File: config.mk
export PLATFORM = sky130hd
export DESIGN_NAME = gsd_queue
export DESIGN_NICKNAME = d
export VERILOG_FILES = /design/src/sv/gsd_pkg.sv /design/src/sv/gsd_queue.sv
export SDC_FILE = /design/constraint.sdc
export NUM_CORES = 1
export LEC_CHECK = 0
export BUFFER_PORTS_ARGS = -buffer_cell sky130_fd_sc_hd__clkbuf_2
export CORE_MARGIN = 3
export CORE_UTILIZATION = 60
export DETAILED_ROUTE_END_ITERATION = 12
export PLACE_DENSITY_LB_ADDON = 0.1
export SLEW_MARGIN = 20
export SYNTH_ARGS = -nofsm -noshare
export SYNTH_HDL_FRONTEND = slang
export SYNTH_SLANG_ARGS = --single-unit
File: constraint.sdc
create_clock -name clk -period 16.5 [get_ports clk]
set_input_delay 4.125 -clock clk [delete_from_list [all_inputs] [get_ports clk]]
set_output_delay 4.125 -clock clk [all_outputs]
set_load 0.02 [all_outputs]
File: src/sv/gsd_pkg.sv
`default_nettype none
// ----------------------------------------------------------------------------
// gsd_pkg
// Shared types and constants for the grid second derivative stencil.
// ----------------------------------------------------------------------------
package gsd_pkg;

    // Largest padded plane the delay store is sized for
    localparam int MAX_PADDED_COLS = 64;
    localparam int MAX_PADDED_ROWS = 64;

    // Delay store holds two padded planes
    localparam int STORE_DEPTH = 2 * MAX_PADDED_COLS * MAX_PADDED_ROWS;
    localparam int ADDR_W      = $clog2(STORE_DEPTH);
    localparam int OFF_W       = $clog2(STORE_DEPTH + 1);
    localparam int PLANE_W     = $clog2(MAX_PADDED_COLS * MAX_PADDED_ROWS + 1);

    localparam int COL_W   = $clog2(MAX_PADDED_COLS + 1);
    localparam int ROW_W   = $clog2(MAX_PADDED_ROWS + 1);
    localparam int LAYER_W = 17;

    // Register field widths
    localparam int AXIS_W  = 2;
    localparam int ICOL_W  = 6;
    localparam int IROW_W  = 6;
    localparam int ILAY_W  = 16;
    localparam int SCALE_W = 32;
    localparam int CFG_W   = 32;
    localparam int CFG_IDX_W = 3;

    localparam int SAMPLE_W = 32;
    localparam int WORD_W   = 2 * SAMPLE_W;

    // Front/back queue
    localparam int Q_DEPTH = 4;
    localparam int Q_PTR_W = $clog2(Q_DEPTH);
    localparam int Q_CNT_W = $clog2(Q_DEPTH + 1);

    // Register indexes
    localparam logic [CFG_IDX_W-1:0] REG_AXIS_SELECT    = 3'd0;
    localparam logic [CFG_IDX_W-1:0] REG_INTERIOR_COLS  = 3'd1;
    localparam logic [CFG_IDX_W-1:0] REG_INTERIOR_ROWS  = 3'd2;
    localparam logic [CFG_IDX_W-1:0] REG_INTERIOR_LAYER = 3'd3;
    localparam logic [CFG_IDX_W-1:0] REG_INV_H_SQUARED  = 3'd4;

    typedef enum logic [AXIS_W-1:0] {
        AXIS_X = 2'd0,
        AXIS_Y = 2'd1,
        AXIS_Z = 2'd2
    } axis_t;

    typedef struct packed {
        logic [AXIS_W-1:0]  axis_select;
        logic [ICOL_W-1:0]  interior_cols;
        logic [IROW_W-1:0]  interior_rows;
        logic [ILAY_W-1:0]  interior_layers;
        logic [SCALE_W-1:0] inv_h_squared;
    } gsd_cfg_t;

    // One stencil, real part in the low half of each word
    typedef struct packed {
        logic [WORD_W-1:0] prv;
        logic [WORD_W-1:0] cen;
        logic [WORD_W-1:0] cur;
        logic              last;
    } gsd_item_t;

endpackage : gsd_pkg
`default_nettype wire

File: src/sv/gsd_queue.sv
`default_nettype none
// ----------------------------------------------------------------------------
// gsd_queue
// Short FIFO of stencils between the front and the arithmetic back end.
// ----------------------------------------------------------------------------
module gsd_queue (
    input  wire logic                        clk,
    input  wire logic                        rst_n,
    input  wire logic                        push,
    input  wire gsd_pkg::gsd_item_t          push_item,
    input  wire logic                        pop,
    output gsd_pkg::gsd_item_t               head_item,
    output logic                             not_empty,
    output logic [gsd_pkg::Q_CNT_W-1:0]      count
);
    import gsd_pkg::*;

    gsd_item_t            q_mem [Q_DEPTH];
    logic [Q_PTR_W-1:0]   wr_ptr_reg, rd_ptr_reg;
    logic [Q_CNT_W-1:0]   count_reg, count_next;
    logic                 do_pop;

    // Front only pushes when there is room
    assign do_pop = pop && (count_reg != '0);

    always_comb
    begin
        count_next = count_reg;
        if (push && !do_pop)
            count_next = count_reg + Q_CNT_W'(1);
        else if (!push && do_pop)
            count_next = count_reg - Q_CNT_W'(1);
    end

    always_ff @(posedge clk or negedge rst_n)
    begin
        if (!rst_n)
        begin
            wr_ptr_reg <= '0;
            rd_ptr_reg <= '0;
            count_reg  <= '0;
        end
        else
        begin
            count_reg <= count_next;
            if (push)
                wr_ptr_reg <= (32'(wr_ptr_reg) == Q_DEPTH - 1) ? '0
                              : wr_ptr_reg + Q_PTR_W'(1);
            if (do_pop)
                rd_ptr_reg <= (32'(rd_ptr_reg) == Q_DEPTH - 1) ? '0
                              : rd_ptr_reg + Q_PTR_W'(1);
        end
    end

    always_ff @(posedge clk)
    begin
        if (push)
            q_mem[wr_ptr_reg] <= push_item;
    end

    assign head_item = q_mem[rd_ptr_reg];
    assign not_empty = count_reg != '0;
    assign count     = count_reg;

endmodule : gsd_queue
`default_nettype wire

* Word level (Yosys, flattened, before mapping)
Memory sizes are Yosys's and may differ from the RTL's.
Index checks and enable logic that the tools add are counted.
** Operators by class
- Add/sub/neg operators :: 4
- Equality and inequality tests :: 2
- Mux-type cells :: 6
- Reduce and logical (&&, ||, !) cells :: 7
** Operators with widths (count)
- two-way mux 3 bit :: 2
- adder 2 x 1 -> 2 bit (second input constant) :: 2
- equality test 2 bit (second input constant) :: 2
- two-way mux 2 bit :: 2
- adder 3 x 1 -> 3 bit (second input constant) :: 1
- logical AND 1 bit :: 3
- nonzero test 3 bit :: 1
- subtractor 3 x 1 -> 3 bit (second input constant) :: 1
- logical NOT 1 bit :: 2
- two-way mux 1 bit :: 2
- nonzero test 2 bit :: 1
** Storage, ports and cells
- Bits in registers :: 7
- Memory bits (writable) :: 772
- Input port bits :: 197
- Output and inout bits :: 197
- Logic and storage cells :: 23
- Memories kept :: 1
** Memories
- q_mem :: depth 4, width 193, rd ports 1, clocked after memory_dff 0, wr ports 1, line gsd_queue.sv:18 : gsd_item_t q_mem [Q_DEPTH];

* Longest topological paths before layout
- Depth after elaboration :: 5
- Depth in mapped cells :: 8
- Gate-level depth less buffers :: 8

* Worst setup path after synthesis
Ideal clock, no wire load.
- Path type :: input port to flip-flop
- Start point :: in push
- End point :: mem q_mem[0][0] (netlist bit), enable pin
- Library setup time :: 576 ps
- Arrival time :: 8507 ps
- Data required time :: 15924 ps
- Setup slack :: 7417 ps
- Stages on the path :: 1
- Buffers on the path :: 0
- Path through :: and2_1
** Between the ends
- Word-level cells in the longest chain between the ends :: 2
** Ends and longest elaborated chain
- start: declaration :: line gsd_queue.sv:9 : input wire logic push,
- two-way mux 1 bit :: line gsd_queue.sv:57 : if (push)
- two-way mux 1 bit (implied by the code) :: line gsd_queue.sv:58 : q_mem[wr_ptr_reg] <= push_item;
- end: declaration :: line gsd_queue.sv:18
Every way passes these cells.

==> flow_summary.json <==
{
  "skew_ns": 0.0193,
  "grt_pass1_vias": 13321,
  "drtAntennaViolNets": 0,
  "die_y_um": 223,
  "reg2reg_slack_ns": 13.29,
  "place_congestion": 0.772,
  "synthTopCellsByCount": "edfxtp_1 (772), mux4_2 (193), buf_2 (22)",
  "synth_ff_type": "edfxtp_1",
  "ctsResizeCount": 0,
  "wl_met2_mm": 26.4,
  "timing.rr.end": "q_mem[2][156]",
  "clk_latency_ns": 0.60,
  "syn_nets": 1249,
  "rsz0062_at_grt": "no",
  "num_vias": 12595,
  "avgSynthCellArea_um2": 27.0,
  "start_kind": "flip-flop",
  "antenna_found_initial": 12,
  "cts-root-buf": "clkbuf_16",
  "grt_start_max_net_pins": 105,
  "nFillCells": 2617,
  "ys_warn_count": 0,
  "largest_reg_flops": 772,
  "netlist.area_leader.share": 0.820,
  "port-buffer-count": 393,
  "synth_edf_count": 772,
  "cts.clk_slew.worst_paths_ns": 0.06,
  "dr.pass1.iters": 4,
  "ys_seq_elements": 779,
  "outcome": "complete, no violations",
  "first_iter_violations": 975,
  "hpwl_mm": 33.2,
  "drv_cap": 0,
  "reg2regPathDepth": 5,
  "dieArea_um2": 49700,
  "period_needed_ns": 7.86,
  "yosys.area.top_type": "edfxtp_1",
  "ys_seq_area_frac": 0.826,
  "synth_area_leaders": "edfxtp_1 (82%), mux4_2 (15%), buf_6 (0.72%)",
  "regArea_um2": 23400,
  "grt_pass1_wl_mm": 83.4,
  "ios": 394,
  "r2r-start": "wr_ptr_reg[0]",
  "ys_types": 17,
  "clock_sinks": 779,
  "path_class": "reg2out",
  "wl_met1_mm": 21.1,
  "finalHoldViolations": 0,
  "grt.total_usage": 0.225,
  "crit_path_start": "rd_ptr_reg[1]",
  "htree_levels": 3,
  "finalSetupTns_ns": 0,
  "crit_fanout": 60,
  "overflow": 0,
  "vias_per_cell": 5.85,
  "ys_async_sr_fraction": 0.00899,
  "nets": 1692,
  "syn_to_final_growth_pct": 17.4,
  "start_util": 0.615,
  "wl_per_cell_um": 25.2,
  "hp-start": "count[2]",
  "rows": 78,
  "dp.cells": 2011,
  "end_kind": "primary output",
  "worst_pin_slew_ns": 0.994,
  "drive_gt1_frac": 0.463,
  "clock_path_buffers": 3,
  "die-width_um": 223,
  "drc": 0,
  "cts_tree": "done",
  "power.density_nw_per_um2": 184,
  "post-cts-setup-buffer-count": 0,
  "fmax_mhz": 127,
  "instances_no_fill": 2153,
  "multi_input_area_um2": 4580,
  "hold_buffers": 0,
  "dr.max_layer_used": "met5",
  "slew_viol_final": 0,
  "syn_inst": 1045,
  "required_ns": 12.38,
  "p_leak_nw": 11.4,
  "yosysMostFrequentCell": "edfxtp_1",
  "cts_made_buffers": 75,
  "syn-cell-area_um2": 28300,
  "hp-class": "reg2reg",
  "peakVddDrop_mv": 0.169,
  "relSlewSlack": 0.337,
  "wl_met3_mm": 4.93,
  "setup_viol": 0,
  "critPathArrivalTime_ns": 3.73,
  "critPathCapture": "head_item[13]",
  "wirelength_mm": 54.3,
  "core-area_um2": 46000,
  "fin_crit_sh": 0.476
}
## layer usage
| metal | up-vias | GRT usage |
|---|---|---|
| met1 | 6583 | 0.315 |
| met2 | 437 | 0.341 |
| li1 | 5459 | - |
| met5 | - | 0 |
| met4 | 10 | 0.0763 |
| met3 | 106 | 0.0776 |
## per-stage QoR
stage               instance area (µm²)  power [W]  worst slack (ns)  hold slack [ns]   util
global route                      33200    0.00639              8.43            0.556  0.722
detailed placement                30800    0.00458              9.17            0.496  0.670
global placement                  30800    0.00456              9.17            0.498  0.670
floorplan                         28300    0.00403              7.42            0.557      -
CTS                               33200    0.00621              8.48            0.514  0.722
finish                            33200    0.00611              8.64            0.517  0.722
## final cells by class
class | count | area share
Antenna cell | 7 | 0.000528
Clock buffer | 96 | 0.0611
Clock inverter | 39 | 0.00988
Inverter | 3 | 0.000339
Multi-Input combinational cell | 219 | 0.138
Sequential cell | 779 | 0.704
Tap cell | 600 | 0.0226
Timing Repair Buffer | 410 | 0.0635
## layout by cell type, fill, tap and decap left out, types with 2 or more instances in the layout
cell type   instances
xor2_1              2
mux2_2              3
dfrtp_4             2
and2_4              4
mux4_2            193
clkbuf_16          77
clkinv_8            2
nand2_1             3
o21ai_0             2
clkbuf_8            3
clkbuf_1           16
nor2_1              3
buf_4              16
ha_1                6
diode_2             7
inv_1               3
clkinv_1           15
edfxtp_1          772
clkbuf_2          393
clkinvlp_4          3
inv_6               3
dfrtp_1             5
bufinv_16           4
clkinv_2           10
## kinds of logic after synthesis
| group | synth area share |
|---|---|
| AO/OA/AOI/OAI | 0.000354 |
| multiplexers | 0.155 |
| buffers and inverters | 0.0120 |
| AND/OR/NAND/NOR | 0.00190 |
| adder cells (fa/ha/maj) | 0.00336 |
| XOR/XNOR | 0.000930 |
| flip-flops | 0.826 |
## worst max-delay path, stage by stage (launching register included)
cell and delay [ns]:
dfrtp_4 0.82, buf_4 0.77, buf_4 0.82, mux4_2 0.43, clkbuf_2 0.21
## report_power, final
| part | switching [W] | internal (W) | total, W |
|---|---|---|---|
| clock | 0.000685 | 0.000936 | 0.00162 |
| combinational | 0.00111 | 0.000721 | 0.00183 |
| sequential | 0.000124 | 0.00254 | 0.00266 |
| total | 0.00192 | 0.00419 | 0.00611 |
## how the worst min path moves through the flow
stage | to | slack [ns] | cells after the start
after floorplan | wr_ptr_reg[0] | 0.56 | 3
after global placement | count[2] | 0.50 | 1
after detailed placement | count[2] | 0.50 | 1
after CTS | count[2] | 0.51 | 1
after global routing | count[2] | 0.56 | 1
final | count[2] | 0.52 | 1
No activity file was read; power rests on OpenSTA's default activity.
